## src/rtl/core/shdr_pkg.sv

```systemverilog
package shdr_pkg;

  localparam int unsigned OutW = 16;

  localparam logic [7:0] ChHash    = 8'h23;
  localparam logic [7:0] ChSlash   = 8'h2f;
  localparam logic [7:0] ChStar    = 8'h2a;
  localparam logic [7:0] ChNewline = 8'h0a;
  localparam logic [7:0] ChTab     = 8'h09;
  localparam logic [7:0] ChCr      = 8'h0d;
  localparam logic [7:0] ChSpace   = 8'h20;
  localparam logic [7:0] ChLowerV  = 8'h76;
  localparam logic [7:0] ChLowerE  = 8'h65;

  localparam logic [3:0] VerLen = 4'd7;
  localparam logic [3:0] ExtLen = 4'd9;

  typedef enum logic [2:0] {
    ModeNormal,
    ModeSlash,
    ModeLine,
    ModeBlock,
    ModeBlockStar,
    ModeHashWs,
    ModeMatch,
    ModeToNl
  } scan_mode_e;

  typedef enum logic {
    KindVersion   = 1'b0,
    KindExtension = 1'b1
  } dir_kind_e;

  function automatic logic [7:0] ver_char(input logic [3:0] idx);
    logic [7:0] ch;
    case (idx)
      4'd0:    ch = 8'h76; // v
      4'd1:    ch = 8'h65; // e
      4'd2:    ch = 8'h72; // r
      4'd3:    ch = 8'h73; // s
      4'd4:    ch = 8'h69; // i
      4'd5:    ch = 8'h6f; // o
      4'd6:    ch = 8'h6e; // n
      default: ch = 8'h00;
    endcase
    return ch;
  endfunction

  function automatic logic [7:0] ext_char(input logic [3:0] idx);
    logic [7:0] ch;
    case (idx)
      4'd0:    ch = 8'h65; // e
      4'd1:    ch = 8'h78; // x
      4'd2:    ch = 8'h74; // t
      4'd3:    ch = 8'h65; // e
      4'd4:    ch = 8'h6e; // n
      4'd5:    ch = 8'h73; // s
      4'd6:    ch = 8'h69; // i
      4'd7:    ch = 8'h6f; // o
      4'd8:    ch = 8'h6e; // n
      default: ch = 8'h00;
    endcase
    return ch;
  endfunction

endpackage

```

## src/rtl/core/shader_header_directive_scanner_core.sv

```systemverilog
// Shader header directive scanner.
// Input channel (in_valid_i/in_ready_o): one byte of shader source per beat,
// end_of_text_i marks the last byte of a text. Line and block comments are
// skipped; "#version" and "#extension" directives ending in a newline are
// recorded (last version, first extension, body offset and line count).
// Output channel (out_valid_o/out_ready_i): one result beat per text, built
// from the scan state after the last byte.
// Throughput: one byte per cycle while in_ready_o is high; each byte is a single state update.
// The result is registered and shows in the cycle after the last byte is
// accepted. The scan state returns to its initial value on that same edge,
// so the next text may start right away.
// A waiting result does not block input until a second result would need the
// output register: in_ready_o drops only while a result is held, out_ready_i
// is low and the offered byte is the last one of its text.
// Reset (rst_ni low) clears the scan state and drops out_valid_o.
// Texts longer than 2^POS_BITS - 1 bytes set overflow and record nothing
// from that point on.
module shader_header_directive_scanner_core #(
  parameter int unsigned POS_BITS = 16
) (
  input  logic                    clk_i,
  input  logic                    rst_ni,
  input  logic                    in_valid_i,
  output logic                    in_ready_o,
  input  logic [7:0]              char_byte_i,
  input  logic                    end_of_text_i,
  output logic                    out_valid_o,
  input  logic                    out_ready_i,
  output logic                    version_found_o,
  output logic [shdr_pkg::OutW-1:0] version_pos_o,
  output logic                    extension_found_o,
  output logic [shdr_pkg::OutW-1:0] extension_pos_o,
  output logic                    body_found_o,
  output logic [shdr_pkg::OutW-1:0] body_pos_o,
  output logic [shdr_pkg::OutW-1:0] header_lines_o,
  output logic                    overflow_o
);

  localparam logic [POS_BITS:0] PosMax = {1'b0, {POS_BITS{1'b1}}};

  shdr_pkg::scan_mode_e mode_q, mode_d;
  shdr_pkg::dir_kind_e  kind_q, kind_d;
  logic [3:0]           idx_q, idx_d;
  logic [POS_BITS:0]    off_q, off_d;
  logic [POS_BITS-1:0]  nl_q, nl_d;
  logic [POS_BITS-1:0]  hash_q, hash_d;
  logic [POS_BITS-1:0]  ver_pos_q, ver_pos_d;
  logic [POS_BITS-1:0]  ext_pos_q, ext_pos_d;
  logic [POS_BITS-1:0]  body_pos_q, body_pos_d;
  logic [POS_BITS-1:0]  lines_q, lines_d;
  logic                 ver_f_q, ver_f_d;
  logic                 ext_f_q, ext_f_d;
  logic                 body_f_q, body_f_d;
  logic                 ovf_q, ovf_d;

  logic                 out_valid_q;
  logic                 res_ver_f_q, res_ext_f_q, res_body_f_q, res_ovf_q;
  logic [shdr_pkg::OutW-1:0] res_ver_q, res_ext_q, res_body_q, res_lines_q;

  logic in_fire;
  logic last_fire;
  logic is_nl;

  // Only the last byte of a text needs the result register.
  assign in_ready_o = !(out_valid_q && !out_ready_i && end_of_text_i);
  assign in_fire    = in_valid_i && in_ready_o;
  assign last_fire  = in_fire && end_of_text_i;
  assign is_nl      = (char_byte_i == shdr_pkg::ChNewline);

  // Per-byte scan step; a byte that breaks a match or follows a lone slash
  // is run through the normal-mode decode a second time.
  always_comb begin
    logic       rescan;
    logic [3:0] len;
    logic [7:0] want;
    mode_d     = mode_q;
    kind_d     = kind_q;
    idx_d      = idx_q;
    off_d      = off_q;
    nl_d       = nl_q;
    hash_d     = hash_q;
    ver_pos_d  = ver_pos_q;
    ext_pos_d  = ext_pos_q;
    body_pos_d = body_pos_q;
    lines_d    = lines_q;
    ver_f_d    = ver_f_q;
    ext_f_d    = ext_f_q;
    body_f_d   = body_f_q;
    ovf_d      = ovf_q || (off_q >= PosMax);
    rescan     = 1'b0;
    len        = (kind_q == shdr_pkg::KindExtension) ? shdr_pkg::ExtLen : shdr_pkg::VerLen;
    want       = (kind_q == shdr_pkg::KindExtension) ? shdr_pkg::ext_char(idx_q)
                                                     : shdr_pkg::ver_char(idx_q);

    if (is_nl && (nl_q != {POS_BITS{1'b1}})) begin
      nl_d = nl_q + 1'b1;
    end

    case (mode_q)
      shdr_pkg::ModeNormal: begin
        rescan = 1'b1;
      end
      shdr_pkg::ModeSlash: begin
        if (char_byte_i == shdr_pkg::ChSlash) begin
          mode_d = shdr_pkg::ModeLine;
        end else if (char_byte_i == shdr_pkg::ChStar) begin
          mode_d = shdr_pkg::ModeBlock;
        end else begin
          rescan = 1'b1;
        end
      end
      shdr_pkg::ModeLine: begin
        if (is_nl) mode_d = shdr_pkg::ModeNormal;
      end
      shdr_pkg::ModeBlock: begin
        if (char_byte_i == shdr_pkg::ChStar) mode_d = shdr_pkg::ModeBlockStar;
      end
      shdr_pkg::ModeBlockStar: begin
        if (char_byte_i == shdr_pkg::ChSlash) begin
          mode_d = shdr_pkg::ModeNormal;
        end else if (char_byte_i != shdr_pkg::ChStar) begin
          mode_d = shdr_pkg::ModeBlock;
        end
      end
      shdr_pkg::ModeHashWs: begin
        if (char_byte_i == shdr_pkg::ChLowerV) begin
          kind_d = shdr_pkg::KindVersion;
          idx_d  = 4'd1;
          mode_d = shdr_pkg::ModeMatch;
        end else if (char_byte_i == shdr_pkg::ChLowerE) begin
          kind_d = shdr_pkg::KindExtension;
          idx_d  = 4'd1;
          mode_d = shdr_pkg::ModeMatch;
        end else if (char_byte_i != shdr_pkg::ChSpace && char_byte_i != shdr_pkg::ChTab) begin
          mode_d = shdr_pkg::ModeNormal;
        end
      end
      shdr_pkg::ModeMatch: begin
        if (idx_q < len && char_byte_i == want) begin
          idx_d = idx_q + 4'd1;
          if (idx_d >= len) mode_d = shdr_pkg::ModeToNl;
        end else begin
          idx_d  = 4'd0;
          rescan = 1'b1;
        end
      end
      shdr_pkg::ModeToNl: begin
        if (is_nl) begin
          mode_d = shdr_pkg::ModeNormal;
          idx_d  = 4'd0;
          if (!ovf_d) begin
            if (kind_q == shdr_pkg::KindVersion) begin
              ver_pos_d = hash_q;
              ver_f_d   = 1'b1;
            end else if (!ext_f_q) begin
              ext_pos_d = hash_q;
              ext_f_d   = 1'b1;
            end
            body_pos_d = off_q[POS_BITS-1:0] + 1'b1;
            lines_d    = nl_d;
            body_f_d   = 1'b1;
          end
        end
      end
      default: begin
        rescan = 1'b1;
      end
    endcase

    if (rescan) begin
      if (char_byte_i == shdr_pkg::ChSlash) begin
        mode_d = shdr_pkg::ModeSlash;
      end else if (char_byte_i == shdr_pkg::ChHash) begin
        hash_d = off_q[POS_BITS-1:0];
        mode_d = shdr_pkg::ModeHashWs;
      end else begin
        mode_d = shdr_pkg::ModeNormal;
      end
    end

    if (off_q <= PosMax) off_d = off_q + 1'b1;
  end

  always_ff @(posedge clk_i or negedge rst_ni) begin
    if (!rst_ni) begin
      mode_q     <= shdr_pkg::ModeNormal;
      kind_q     <= shdr_pkg::KindVersion;
      idx_q      <= '0;
      off_q      <= '0;
      nl_q       <= '0;
      hash_q     <= '0;
      ver_pos_q  <= '0;
      ext_pos_q  <= '0;
      body_pos_q <= '0;
      lines_q    <= '0;
      ver_f_q    <= 1'b0;
      ext_f_q    <= 1'b0;
      body_f_q   <= 1'b0;
      ovf_q      <= 1'b0;
    end else if (last_fire) begin
      // result leaves with this beat; start the next text clean
      mode_q     <= shdr_pkg::ModeNormal;
      kind_q     <= shdr_pkg::KindVersion;
      idx_q      <= '0;
      off_q      <= '0;
      nl_q       <= '0;
      hash_q     <= '0;
      ver_pos_q  <= '0;
      ext_pos_q  <= '0;
      body_pos_q <= '0;
      lines_q    <= '0;
      ver_f_q    <= 1'b0;
      ext_f_q    <= 1'b0;
      body_f_q   <= 1'b0;
      ovf_q      <= 1'b0;
    end else if (in_fire) begin
      mode_q     <= mode_d;
      kind_q     <= kind_d;
      idx_q      <= idx_d;
      off_q      <= off_d;
      nl_q       <= nl_d;
      hash_q     <= hash_d;
      ver_pos_q  <= ver_pos_d;
      ext_pos_q  <= ext_pos_d;
      body_pos_q <= body_pos_d;
      lines_q    <= lines_d;
      ver_f_q    <= ver_f_d;
      ext_f_q    <= ext_f_d;
      body_f_q   <= body_f_d;
      ovf_q      <= ovf_d;
    end
  end

  always_ff @(posedge clk_i or negedge rst_ni) begin
    if (!rst_ni) begin
      out_valid_q <= 1'b0;
    end else if (last_fire) begin
      out_valid_q <= 1'b1;
    end else if (out_ready_i) begin
      out_valid_q <= 1'b0;
    end
  end

  always_ff @(posedge clk_i) begin
    if (last_fire) begin
      res_ver_f_q  <= ver_f_d;
      res_ext_f_q  <= ext_f_d;
      res_body_f_q <= body_f_d;
      res_ovf_q    <= ovf_d;
      res_ver_q    <= ver_f_d  ? shdr_pkg::OutW'(ver_pos_d)  : '0;
      res_ext_q    <= ext_f_d  ? shdr_pkg::OutW'(ext_pos_d)  : '0;
      res_body_q   <= body_f_d ? shdr_pkg::OutW'(body_pos_d) : '0;
      res_lines_q  <= body_f_d ? shdr_pkg::OutW'(lines_d)    : '0;
    end
  end

  assign out_valid_o       = out_valid_q;
  assign version_found_o   = res_ver_f_q;
  assign version_pos_o     = res_ver_q;
  assign extension_found_o = res_ext_f_q;
  assign extension_pos_o   = res_ext_q;
  assign body_found_o      = res_body_f_q;
  assign body_pos_o        = res_body_q;
  assign header_lines_o    = res_lines_q;
  assign overflow_o        = res_ovf_q;

  a_last_gives_result: assert property (@(posedge clk_i) disable iff (!rst_ni)
    last_fire |=> out_valid_o)
    else $error("no result after last byte");

  a_last_clears_scan: assert property (@(posedge clk_i) disable iff (!rst_ni)
    last_fire |=> (mode_q == shdr_pkg::ModeNormal) && (off_q == '0) && !ovf_q)
    else $error("scan state not cleared after last byte");

  a_found_needs_body: assert property (@(posedge clk_i) disable iff (!rst_ni)
    (ver_f_q || ext_f_q) |-> body_f_q)
    else $error("directive recorded without body position");

  a_match_index_range: assert property (@(posedge clk_i) disable iff (!rst_ni)
    (mode_q == shdr_pkg::ModeMatch) |-> (idx_q != 4'd0) && (idx_q < 4'd9))
    else $error("match index out of range");

  a_ovf_sticky: assert property (@(posedge clk_i) disable iff (!rst_ni)
    (ovf_q && !last_fire) |=> ovf_q)
    else $error("overflow flag dropped mid-text");

endmodule
```

## config.mk

```make
export PLATFORM = sky130hd
export DESIGN_NAME = shader_header_directive_scanner_core
export DESIGN_NICKNAME = d
export VERILOG_FILES = /design/src/rtl/core/shdr_pkg.sv /design/src/rtl/core/shader_header_directive_scanner_core.sv
export SDC_FILE = /design/constraint.sdc
export NUM_CORES = 1
export LEC_CHECK = 0
export ABC_AREA = 1
export BUFFER_PORTS_ARGS = -buffer_cell sky130_fd_sc_hd__buf_2
export CAP_MARGIN = 5
export CORE_AREA = 4 4 129 180
export DETAILED_ROUTE_END_ITERATION = 16
export DIE_AREA = 0 0 133 184
export PLACE_DENSITY = 0.63
export SLEW_MARGIN = 20
export SYNTH_ARGS = -nofsm -noshare
export SYNTH_HDL_FRONTEND = slang
export SYNTH_SLANG_ARGS = --single-unit
```

## constraint.sdc

```tcl
create_clock -name clk_i -period 4.15 [get_ports clk_i]
set_clock_uncertainty 0.05 [all_clocks]
set_input_delay 0.2075 -clock clk_i [delete_from_list [all_inputs] [get_ports clk_i]]
set_output_delay 0.2075 -clock clk_i [all_outputs]
set_load 0.05 [all_outputs]
```

# [Word-level counts from Yosys, hierarchy flattened]
# Memories as Yosys holds them, arrays and structs flattened.
# Index checks and enable logic that the tools add are counted.
[op_classes] add_sub_neg=4 magnitude_cmp=4 n_eq_ne=34 n_mux=91 reduce_logical=27
[op_table] op="16-bit 2-to-1 mux" n=31
[op_table] op="17-bit 2-to-1 mux" n=3
[op_table] op="7-bit case mux with 7 select lines" n=1
[op_table] op="3-bit 2-to-1 mux" n=16
[op_table] op="16-bit by 1-bit adder with 16-bit output, second input constant" n=2
[op_table] op="1-bit 2-to-1 mux" n=29
[op_table] op="4-bit 2-to-1 mux" n=7
[op_table] op="8-bit by 6-bit equality test with 1-bit output, second input constant" n=3
[op_table] op="3-bit case mux with 6 select lines" n=1
[op_table] op="17-bit by 1-bit adder with 17-bit output, second input constant" n=1
[op_table] op="17-bit by 16-bit >= comparator with 1-bit output, second input constant" n=1
[op_table] op="17-bit by 16-bit less-or-equal comparator with 1-bit output, second input constant" n=1
[op_table] op="8-bit by 7-bit equality test with 1-bit output, second input constant" n=2
[op_table] op="16-bit inequality test, second input constant" n=1
[op_table] op="4-bit inequality test, second input constant" n=4
[op_table] op="8-bit by 6-bit inequality test with 1-bit output, second input constant" n=2
[op_table] op="3-bit equality test, second input constant" n=4
[op_table] op="4-bit by 3-bit equality test with 1-bit output, second input constant" n=3
[op_table] op="4-bit case mux with 3 select lines" n=1
[op_table] op="2-bit nonzero test" n=6
[op_table] op="5-bit inequality test, second input constant" n=2
[op_table] op="9-bit AND reduction" n=1
[op_table] op="4-bit by 2-bit equality test with 1-bit output, second input constant" n=2
[op_table] op="8-bit by 4-bit equality test with 1-bit output, second input constant" n=1
[op_table] op="26 further kinds" n=35
[word_totals] reg_bits=194 mem_bits_ro=112 input_bits=13 out_inout_bits=70 word_cells=184 memories=1
[memory_table] memory="(name not given)" words=16 word_bits=7 read_ports=1 rd_ports_with_merged_regs=0 wr=0 line_no="shdr_pkg.sv:51" source="case (idx)"

# [Logic depth before layout (Yosys ltp)]
# Gate-level depths: netlist (run 1).
[depth] ltp_word=10 mapped_depth=20 depth_no_buf=19

# [Worst setup path after synthesis (run 1)]
# OpenSTA, ideal clock, no wires.
[synth_timing] path_type="flip-flop to flip-flop" start="register out_valid_q (netlist: out_valid_o)" end="register res_body_f_q (netlist: body_found_o) (enable)" setup_time_ns=0.424 arrival_time_ns=3.245 path_slack_ns=0.432 stages_incl_launch_ff=8 n_path_buf=2 cell_sequence="dfrtp_1 > nand3_1 > nand2_1 > inv_2 > nand2_1 > buf_2 > buf_2 > inv_1"
[synth_via] elab_chain_cells=5
[synth_rtl] item="start, declared" line_no="shader_header_directive_scanner_core.sv:56" source="logic out_valid_q;"
[synth_rtl] item="start signal, assigned" line_no="shader_header_directive_scanner_core.sv:236" source="out_valid_q <= 1'b0;"
[synth_rtl] item="start signal, assigned" line_no="shader_header_directive_scanner_core.sv:238" source="out_valid_q <= 1'b1;"
[synth_rtl] item="start signal, assigned" line_no="shader_header_directive_scanner_core.sv:240" source="out_valid_q <= 1'b0;"
[synth_rtl] item="1-bit logical AND (2 in a row)" line_no="shader_header_directive_scanner_core.sv:65" source="assign in_ready_o = !(out_valid_q && !out_ready_i && end_of_text_i);"
[synth_rtl] item="1-bit logical NOT" line_no="shader_header_directive_scanner_core.sv:65"
[synth_rtl] item="via in_ready_o" line_no="shader_header_directive_scanner_core.sv:24" source="output logic in_ready_o,"
[synth_rtl] item="1-bit logical AND" line_no="shader_header_directive_scanner_core.sv:66" source="assign in_fire = in_valid_i && in_ready_o;"
[synth_rtl] item="1-bit logical AND" line_no="shader_header_directive_scanner_core.sv:67" source="assign last_fire = in_fire && end_of_text_i;"
[synth_rtl] item="via last_fire" line_no="shader_header_directive_scanner_core.sv:61" source="logic last_fire;"
[synth_rtl] item="end signal, assigned" line_no="shader_header_directive_scanner_core.sv:248" source="res_body_f_q <= body_f_d;"
[synth_rtl] item="end, declared" line_no="shader_header_directive_scanner_core.sv:57" source="logic res_ver_f_q, res_ext_f_q, res_body_f_q, res_ovf_q;"
# The timed path passes the listed nets, and every way through them passes these cells.
# A chain may end at the register's enable or synchronous reset.

# [Worst setup path after layout (run 1)]
[layout_timing] start="register off_q[0]" end="register res_ver_q, in the netlist version_pos_o[11] (data pin)"
[layout_via] elab_chain_cells=5
[layout_rtl] item="start, declared" line_no="shader_header_directive_scanner_core.sv:44" source="logic [POS_BITS:0] off_q, off_d;"
[layout_rtl] item="start signal, assigned" line_no="shader_header_directive_scanner_core.sv:189" source="off_q <= '0;"
[layout_rtl] item="start signal, assigned" line_no="shader_header_directive_scanner_core.sv:205" source="off_q <= '0;"
[layout_rtl] item="start signal, assigned" line_no="shader_header_directive_scanner_core.sv:220" source="off_q <= off_d;"
[layout_rtl] item="17-bit by 16-bit >= comparator with 1-bit output *" line_no="shader_header_directive_scanner_core.sv:89" source="ovf_d = ovf_q || (off_q >= PosMax);"
[layout_rtl] item="1-bit logical OR *" line_no="shader_header_directive_scanner_core.sv:89"
[layout_rtl] item="via ovf_d" line_no="shader_header_directive_scanner_core.sv:54" source="logic ovf_q, ovf_d;"
[layout_rtl] item="16-bit 2-to-1 mux or 1-bit 2-to-1 mux (tied branches)" line_no="shader_header_directive_scanner_core.sv:151" source="if (!ovf_d) begin"
[layout_rtl] item="16-bit 2-to-1 mux or 1-bit 2-to-1 mux (tied branches)" line_no="shader_header_directive_scanner_core.sv:148" source="if (is_nl) begin"
[layout_rtl] item="16-bit 2-to-1 mux or 1-bit 2-to-1 mux (tied branches)" line_no="shader_header_directive_scanner_core.sv:99" source="case (mode_q)"
[layout_rtl] item="end signal, assigned" line_no="shader_header_directive_scanner_core.sv:250" source="res_ver_q <= ver_f_d ? shdr_pkg::OutW'(ver_pos_d) : '0;"
[layout_rtl] item="end, declared" line_no="shader_header_directive_scanner_core.sv:58" source="logic [shdr_pkg::OutW-1:0] res_ver_q, res_ext_q, res_body_q, res_lines_q;"
# The timed path passes the listed nets; every way through them passes the cells marked *.

==> results.json, run 1 <==
{
  "timing.final.ws_setup_ns": 0.631,
  "slowest_stage": "dfrtp_1",
  "worst_r2r_startpoint": "off_q[0]",
  "detail_route.wl_per_cell_um": 14.5,
  "drt.antenna.violating_nets": 0,
  "ys_ff_latch": 194,
  "hold_class": "in -> reg",
  "pin_count": 83,
  "drv_cap": 0,
  "grt_usage_pct": 18.2,
  "cts.sinks": 194,
  "crit_type": "reg -> reg",
  "synth_top_family_by_area": "simple AND/OR/NAND/NOR gates",
  "hpwl_um": 14500,
  "post-route-min-period_ns": 3.52,
  "drv_slew": 0,
  "num_rows": 64,
  "clockPowerShare_pct": 38.6,
  "cts_hold_buffers": 2,
  "peakVddDrop_uv": 302,
  "avgSynthCellArea_sq_um": 8.69,
  "hp-start": "char_byte_i[7]",
  "critical-path-top-delay-family": "simple AND/OR/NAND/NOR gates",
  "gp_congestion": 0.898,
  "clockRootBuffer": "clkbuf_16",
  "drt_wl_total_um": 21400,
  "cp_slowest_stage_delay_ns": 0.49,
  "path_clk_slew_ns": 0.07,
  "tritoncts": "yes",
  "synth_top_area_cell": "dfrtp_1",
  "post_cts_resized": 0,
  "die_w_um": 133,
  "grt_pass1_wl_um": 36100,
  "ff2ff_setup_slack_ns": 0.63,
  "path_cells": "ha_1, nand3_1, nor2_1, nand2_1, nor2_1, nand4_1, nor2_1, nand2_1, nor2_1, ha_1, nor2_1, nand3_2, inv_2, nand3_2, buf_4, inv_2, nand2_2, nand2_1, o21ai_0, nor2_1",
  "grt_busiest_layer": "met2",
  "synth_area_leaders": "dfrtp_1, edfxtp_1, nand2_1",
  "ys_seq_area_share_pct": 54.1,
  "synth_compound_area_share_pct": 11.6,
  "cts_setup_buffers": 0,
  "vias": 7446,
  "syn_area_sq_um": 9600,
  "setup_viol_count_final": 0,
  "crit_start": "off_q[0]",
  "avgViaCountPerCell": 5.04,
  "drt_iter0_markers": 512,
  "p_seq_share_pct": 47.1,
  "synth_edf_count": 68,
  "yosys.area_share.xor_xnor_pct": 2.56,
  "p_leak_nw": 4.93,
  "layout-drive-gt1-share_pct": 13.7,
  "grtUsageMet2_pct": 30.5,
  "drcViolationCount": 0,
  "p_sw_w": 0.00130,
  "use_met3_pct": 3.29,
  "finalHoldViolCount": 0,
  "cts.htree.levels": 4,
  "grt_overflow": 0,
  "die_h_um": 184,
  "cp-end-kind": "flop",
  "fmax_mhz": 284,
  "postSynthCellCount": 1104,
  "antenna_found_initial": 0,
  "nNetsFinal": 1196,
  "cp.arrival_ns": 3.64,
  "syn_to_final_growth_pct": 13.4,
  "start_kind": "flop",
  "swShare_pct": 29.5,
  "final_core_util_pct": 50.2,
  "cp_common_cell": "nor2_1",
  "grt_max_degree": 69,
  "dieArea_sq_um": 24500,
  "pwr-share-comb_pct": 14.3,
  "coreArea_sq_um": 21700,
  "pre_cts_slack_ns": 0.622,
  "start_util_pct": 44.2,
  "p_per_area_nw_per_um2": 407,
  "internal_power_w": 0.00312,
  "portBuffers": 82,
  "slew_headroom_pct": 47.0,
  "synth_ff_type": "dfrtp_1",
  "grt_pass1_vias": 7110,
  "critPathBufInv": 3,
  "min_period_over_period_pct": 84.8,
  "synth_top_area_share_pct": 32.9,
  "cts_buffer_depth": 2,
  "worstPathRequired_ns": 4.28,
  "status": "complete, no violations",
  "ys_types": 45,
  "synthSimpleGateAreaFrac_pct": 21.7,
  "synthAdderAreaFrac_pct": 2.03,
  "path_max_fanout": 32,
  "synth_nets": 1132,
  "synth_mux_area_share_pct": 0.209,
  "tightest_slew_ns": 0.796,
  "met1_usage_pct": 23.9,
  "first_pass_iters": 5,
  "n_antenna_cell": 0,
  "clock_latency_ns": 0.44,
  "cts_inserted_buffers": 17,
  "rsz0062_at_grt": "no",
  "setup_tns_ns": 0,
  "async_flop_share_pct": 64.9,
  "yosysWarnings": 0
}
## path summary, 6_finish.rpt
path                                endpoint  cells after the start
max                        version_pos_o[11]                     20
min                                   kind_q                      5
max reg2reg                version_pos_o[11]                     20
min reg2reg                        off_q[16]                      2
max in group asynchronous       ver_pos_q[8]                      3
min in group asynchronous        lines_q[10]                      2
## synth_stat cells, types with 11 or more instances
cell      count
buf_2        24
edfxtp_1     68
nand3_1      40
ha_1         14
o21ai_1      60
inv_1       120
nand4_1      27
nor3_1       14
xor2_1       23
inv_2        11
nor2_1      113
clkbuf_1     21
nand2_1     263
o21ai_0      76
o22ai_1      48
dfrtp_1     126
## power groups by stage
stage / Combinational [W] / Sequential (W) / Clock [W]
6_report: 0.000631 / 0.00209 / 0.00171
5_1_grt: 0.000710 / 0.00209 / 0.00183
3_3_place_gp: 0.000628 / 0.00212 / 0
2_1_floorplan: 0.000405 / 0.00219 / 0
3_5_place_dp: 0.000633 / 0.00212 / 0
4_1_cts: 0.000636 / 0.00209 / 0.00175
## cell type report
class / count / area, sq um
multi-input cells: 727 / 3650
well taps: 297 / 372
fillers: 2042 / 10800
clock inverters: 15 / 193
repair buffers: 95 / 541
clock buffers: 17 / 425
inverters: 133 / 507
flip-flops and latches: 194 / 5190
## worst register-to-register path, stage by stage (launching register included)
cell	delay, ns
dfrtp_1	0.49
ha_1	0.23
nand3_1	0.12
nor2_1	0.13
nand2_1	0.10
nor2_1	0.17
nand4_1	0.12
nor2_1	0.14
nand2_1	0.08
nor2_1	0.10
ha_1	0.17
nor2_1	0.06
nand3_2	0.08
inv_2	0.04
nand3_2	0.06
buf_4	0.24
inv_2	0.10
nand2_2	0.45
nand2_1	0.12
o21ai_0	0.13
nor2_1	0.07
## registers in the layout, indices dropped and copies added, names as in the netlist
| signal | flops |
|---|---|
| off_q | 17 |
| body_pos_o | 16 |
| body_pos_q | 16 |
| ext_pos_q | 16 |
| extension_pos_o | 16 |
| hash_q | 16 |
| header_lines_o | 16 |
| lines_q | 16 |
| nl_q | 16 |
| ver_pos_q | 16 |
| version_pos_o | 16 |
| idx_q | 4 |
| mode_q | 3 |
| body_f_q | 1 |
| body_found_o | 1 |
| ext_f_q | 1 |
| extension_found_o | 1 |
| kind_q | 1 |
| out_valid_o | 1 |
| overflow_o | 1 |
| ovf_q | 1 |
| ver_f_q | 1 |
| version_found_o | 1 |
## metal layers
| layer | vias up | part of all wire (%) |
|---|---|---|
| li1 | 3780 | - |
| met1 | 3525 | 46 |
| met2 | 116 | 49 |
| met3 | 25 | 3.0 |
| met4 | 0 | 2.0 |
| met5 | - | 0 |
## cell usage in the layout, fill, tap and decap left out, types with 3 or more instances in the layout
cell	instances
a21oi_1	4
buf_2	81
buf_4	10
clkbuf_16	17
clkinv_4	3
dfrtp_1	126
edfxtp_1	68
ha_1	14
inv_1	119
inv_2	12
inv_6	5
inv_8	3
nand2_1	263
nand2_2	3
nand3_1	40
nand3_2	4
nand4_1	27
nor2_1	112
nor2_2	3
nor3_1	14
nor3_2	3
nor4_1	4
o21ai_0	76
o21ai_1	60
o22ai_1	48
xnor2_1	5
xor2_1	23
## through the flow
step / hold WS, ns / power [W] / cell area, sq um / std cells
detailed placement: 0.292 / 0.00276 / 10200 / 1444
finish: 0.198 / 0.00443 / 10900 / 1478
CTS: 0.191 / 0.00447 / 10900 / 1478
global route: 0.250 / 0.00463 / 10900 / 1478
global placement: 0.295 / 0.00275 / 10200 / 1444
floorplan: -0.138 / 0.00260 / 9600 / 1104
## cell families (layout without fill, tap and decap cells)
family	after synthesis	after routing
and+or+nand+nor	481	481
AOI/OAI and AO/OA	201	201
DFF	194	194
buffers and inverters	183	260
xor gates and xnor gates	28	28
adders and majority gates	15	15
muxes	2	2
No activity file was read; power rests on OpenSTA's default activity.
==> inputs of run 2 (changes only) <==
Settings changed: ABC_AREA 1 to 0, CORE_AREA 4 4 129 180 to 4 4 127 178, DIE_AREA 0 0 133 184 to 0 0 131 182.
Clock period 4.15 ns to 3.25 ns, I/O delays scaled along.
==> run 2 against run 1 <==
Net effect:
- cell count is 17% lower
- first-iteration DRC count is 3.5% higher
- total power is 17% higher
- critical path type unchanged
- critical endpoint is now mode_q[0]
- critical path depth is 11 lower
==> results.json, run 2 <==
{
  "start_util_pct": 44.2,
  "grt_max_degree": 57,
  "cts.sinks": 194,
  "hold_class": "in -> reg",
  "drt_iter0_markers": 530,
  "ys_types": 79,
  "p_leak_nw": 4.33,
  "pin_count": 83,
  "status": "complete, no violations",
  "vias": 6965,
  "slew_headroom_pct": 39.9,
  "grt_usage_pct": 18.8,
  "die_w_um": 131,
  "synth_most_common_cell": "nand2_1",
  "antenna_found_initial": 0,
  "yosysWarnings": 0,
  "peakVddDrop_uv": 373,
  "rsz0062_at_grt": "no",
  "syn_to_final_growth_pct": 14.7,
  "dieArea_sq_um": 23800,
  "cts.htree.levels": 4,
  "cts_inserted_buffers": 17,
  "crit_type": "reg -> reg",
  "min_period_over_period_pct": 94.6,
  "avgViaCountPerCell": 5.67,
  "clock_latency_ns": 0.44,
  "place_area_sq_um": 10000,
  "fmax_mhz": 325,
  "finalHoldViolCount": 0,
  "hpwl_um": 14900,
  "setup_tns_ns": 0,
  "ys_ff_latch": 194,
  "portBuffers": 82,
  "num_rows": 63,
  "clockRootBuffer": "clkbuf_16",
  "drv_cap": 0,
  "layout-drive-gt1-share_pct": 17.6,
  "largest_reg_flops": 17,
  "drt_wl_total_um": 21300,
  "drt.antenna.violating_nets": 0,
  "cp.arrival_ns": 3.35,
  "synth_area_leaders": "dfrtp_1, edfxtp_1, o21ai_0",
  "n_antenna_cell": 0,
  "grt_pass1_wl_um": 35900,
  "tightest_slew_ns": 0.898,
  "postSynthCellCount": 882,
  "p_per_area_nw_per_um2": 487,
  "synth_edf_count": 68,
  "cts_buffer_depth": 2,
  "coreArea_sq_um": 21000,
  "first_pass_iters": 4,
  "avgSynthCellArea_sq_um": 10.5,
  "post-route-min-period_ns": 3.07,
  "fill_cells": 1894,
  "drv_slew": 0,
  "mostFrequentLayoutCell": "nand2_1",
  "cp-end-kind": "flop",
  "worstPathRequired_ns": 3.53,
  "tritoncts": "yes",
  "nNetsFinal": 983,
  "async_flop_share_pct": 64.9,
  "ys_seq_area_share_pct": 55.9,
  "synth_top_area_share_pct": 33.9,
  "layout_common_cells": "nand2_1, dfrtp_1, o21ai_0, buf_2, edfxtp_1",
  "grt_overflow": 0,
  "path_clk_slew_ns": 0.08,
  "synth_ff_type": "dfrtp_1",
  "setup_viol_count_final": 0,
  "fin_area_sq_um": 10700,
  "synth_top_area_cell": "dfrtp_1",
  "drcViolationCount": 0,
  "die_h_um": 182,
  "top_register": "off_q",
  "gp_congestion": 0.875,
  "detail_route.wl_per_cell_um": 17.4,
  "crit_start": "idx_q[0]",
  "start_kind": "flop",
  "synthTopCellsByCount": "nand2_1, dfrtp_1, o21ai_0",
  "hp-start": "end_of_text_i",
  "syn_area_sq_um": 9290,
  "path_max_fanout": 6,
  "worst_r2r_startpoint": "idx_q[0]",
  "grt_pass1_vias": 6866,
  "synth_nets": 910
}
==> run 2: cells by family (layout without fill, tap and decap cells) <==
family / after synthesis / in the layout / share of synthesized area (%)
buffers and inverters: 73 / 159 / 3.43
XOR/XNOR: 29 / 29 / 2.73
adder cells (fa/ha/maj): 15 / 15 / 2.10
multiplexers: 10 / 10 / 1.13
AND/OR/NAND/NOR: 298 / 298 / 15.7
flip-flops: 194 / 194 / 55.9
AO/OA/AOI/OAI: 263 / 263 / 19.0
==> run 2: metal layers <==
metal / vias to the layer above / global-route usage [%] / routed length (um) / part of all wire [%]
met1: 3394 / 24.7 / 9320 / 44
met4: 0 / 7.78 / 586 / 2.7
li1: 3385 / - / - / -
met5: - / 0 / 0 / 0
met2: 157 / 30.9 / 10700 / 50
met3: 29 / 2.85 / 676 / 3.2
==> run 2: worst max-delay path: stages (launching register included) <==
cell       delay (ns)
dfrtp_1          0.41
inv_1            0.11
ha_1             0.31
nor3_2           0.20
nor4b_1          0.08
or4_4            0.55
a2111oi_4        0.42
nand3_2          0.19
a31oi_2          0.29
mux2_1           0.35
==> run 2: where the power goes <==
group	total, W	switching [W]	internal, W
combinational	0.000452	0.000342	0.000110
clock	0.00214	0.000981	0.00116
sequential	0.00260	0.0000263	0.00257
==> run 2: timing repair <==
item | 4_1_cts | 5_1_grt
setup buffers | 0 | 0
endpoints found under the setup margin | 0 | 63
hold buffers | 2 | 0
endpoints found under the hold margin | 53 | 0
gates resized for setup | 0 | 7
==> run 2: worst paths after layout <==
check	slack, ns	cells past startpoint	endpoint
max reg2reg	0.18	9	mode_q[0]
min reg2reg	0.43	2	body_pos_q[0]
min in group asynchronous	0.28	2	body_pos_q[4]
min	0.09	2	nl_q[11]
max	0.18	9	mode_q[0]
max in group asynchronous	2.05	3	nl_q[6]
==> run 2: final cells by class <==
cell class	count	area [sq um]	area share, %
Multi-Input combinational cell	615	3800	35.7
Tap cell	260	325	3.05
Timing Repair Buffer	114	687	6.44
Clock inverter	15	173	1.62
Clock buffer	17	425	3.99
Sequential cell	194	5200	48.8
Inverter	13	50.0	0.469
==> run 2: metrics by stage <==
stage	worst slack (ns)	cells	utilization (%)	hold WS [ns]	total power [W]
5_1_grt	0.00599	1228	50.7	0.104	0.00537
2_1_floorplan	0.271	882	-	-0.183	0.00294
6_report	0.175	1228	50.7	0.0949	0.00519
4_1_cts	0.0458	1228	50.5	0.0613	0.00524
3_5_place_dp	0.0514	1194	47.6	0.213	0.00311
3_3_place_gp	0.144	1194	47.6	0.212	0.00310
==> inputs of run 3 (changes only) <==
Settings changed: CELL_PAD_IN_SITES_DETAIL_PLACEMENT from default to 0, CELL_PAD_IN_SITES_GLOBAL_PLACEMENT from default to 1, CORE_AREA 4 4 127 178 to 4 4 149 151, DIE_AREA 0 0 131 182 to 0 0 153 155, PLACE_DENSITY 0.63 to 0.77.
==> run 3 against run 2 <==
Net effect:
- flip-flop and latch count is the same
- critical path depth is the same
- sequential share of layout area grew 0.062 points
- utilization grew 0.47 points
- sequential power is essentially flat
- via count grew 0.34%
- global-route usage shrank 0.69 points
- first-iteration DRC count shrank 12%
- cell count grew 0.98%
- die area shrank 0.53%
- largest cell class unchanged
==> results.json, run 3 (synthesis results as in run 2) <==
{
  "status": "complete, no violations",
  "hpwl_um": 14300,
  "first_pass_iters": 5,
  "syn_to_final_growth_pct": 14.5,
  "cp.arrival_ns": 3.29,
  "crit_type": "reg -> reg",
  "portBuffers": 82,
  "top_register": "off_q",
  "ff2ff_setup_slack_ns": 0.23,
  "hold_class": "in -> reg",
  "cts.htree.levels": 4,
  "rsz0062_at_grt": "no",
  "place_area_sq_um": 10000,
  "pin_count": 83,
  "largest_reg_flops": 17,
  "drv_cap": 0,
  "gp_congestion": 0.839,
  "fmax_mhz": 331,
  "clockRootBuffer": "clkbuf_16",
  "timing.final.ws_setup_ns": 0.230,
  "tritoncts": "yes",
  "p_leak_nw": 4.32,
  "fin_area_sq_um": 10600,
  "avgViaCountPerCell": 5.64,
  "dieArea_sq_um": 23700,
  "p_per_area_nw_per_um2": 484,
  "slew_headroom_pct": 38.6,
  "peakVddDrop_uv": 335,
  "n_antenna_cell": 0,
  "layout-drive-gt1-share_pct": 16.9,
  "antenna_found_initial": 0,
  "cts.sinks": 194,
  "cp-end-kind": "flop",
  "pre_cts_slack_ns": 0.210,
  "grt_pass1_vias": 6691,
  "grt_usage_pct": 18.2,
  "final_core_util_pct": 51.1,
  "finalPower_w": 0.00515,
  "post-route-min-period_ns": 3.02,
  "cts_setup_buffers": 0,
  "cts_inserted_buffers": 17,
  "detail_route.wl_per_cell_um": 17.2,
  "die_h_um": 155,
  "path_clk_slew_ns": 0.08,
  "drv_slew": 0,
  "mostFrequentLayoutCell": "nand2_1",
  "worstPathRequired_ns": 3.52,
  "clock_latency_ns": 0.43,
  "coreArea_sq_um": 20800,
  "drt_iter0_markers": 466,
  "start_kind": "flop",
  "tightest_slew_ns": 0.916,
  "setup_viol_count_final": 0,
  "drt.antenna.violating_nets": 0,
  "drcViolationCount": 0,
  "grt_pass1_wl_um": 35500,
  "path_max_fanout": 6,
  "die_w_um": 153,
  "grt_max_degree": 67,
  "num_rows": 53,
  "vias": 6989,
  "drt_wl_total_um": 21400,
  "finalHoldViolCount": 0,
  "grt_overflow": 0,
  "nNetsFinal": 980,
  "start_util_pct": 44.6,
  "min_period_over_period_pct": 92.9,
  "setup_tns_ns": 0,
  "cts_buffer_depth": 2,
  "layout_common_cells": "nand2_1, dfrtp_1, o21ai_0, buf_2, edfxtp_1"
}
==> run 3: layout make-up <==
type,count,area [sq um]
fillers,1915,10200
flip-flops and latches,194,5200
multi-input cells,615,3790
repair buffers,111,664
clock buffers,18,429
well taps,275,344
clock inverters,14,169
inverters,13,50.0
==> run 3: timing repair <==
| action | in CTS | in global routing |
|---|---|---|
| hold endpoints to repair | 61 | 0 |
| hold buffers | 2 | 0 |
| resized for setup | 0 | 2 |
| endpoints found under the setup margin | 0 | 7 |
==> run 3: final timing paths <==
kind,startpoint,to,depth (start not counted)
max,idx_q[0],mode_q[0],9
min,in_valid_i,nl_q[11],4
max reg2reg,idx_q[0],mode_q[0],9
min reg2reg,lines_q[9],lines_q[9],2
max in group asynchronous,rst_ni,body_pos_q[1],3
min in group asynchronous,rst_ni,idx_q[1],2
==> run 3: worst max-delay path, cell delays in order, from the launching register on <==
cell and delay (ns):
dfrtp_1 0.41, buf_4 0.17, ha_1 0.28, nor3_2 0.12, nor4b_1 0.08, or4_4 0.56, a2111oi_4 0.39, nand3_2 0.19
a31oi_2 0.30, mux2_1 0.35
==> run 3: power breakdown <==
group          internal, W  total, W  leakage, nW  switching (W)
combinational     0.000108  0.000440         1.64       0.000332
sequential         0.00257   0.00260         2.39      0.0000343
clock              0.00110   0.00211        0.286        0.00101
total              0.00378   0.00515         4.32        0.00137
==> run 3: through the flow <==
step                hold WS (ns)  std cells
global placement           0.278       1206
floorplan                 -0.183        882
detailed placement         0.274       1206
finish                     0.174       1240
global route               0.226       1240
CTS                        0.163       1240
==> run 3: metal layers <==
| metal | share of wire, % | global-route usage [%] |
|---|---|---|
| met4 | 1.4 | 4.62 |
| met5 | 0 | 0 |
| met2 | 49 | 30.1 |
| met1 | 46 | 25.3 |
| met3 | 3.1 | 2.81 |
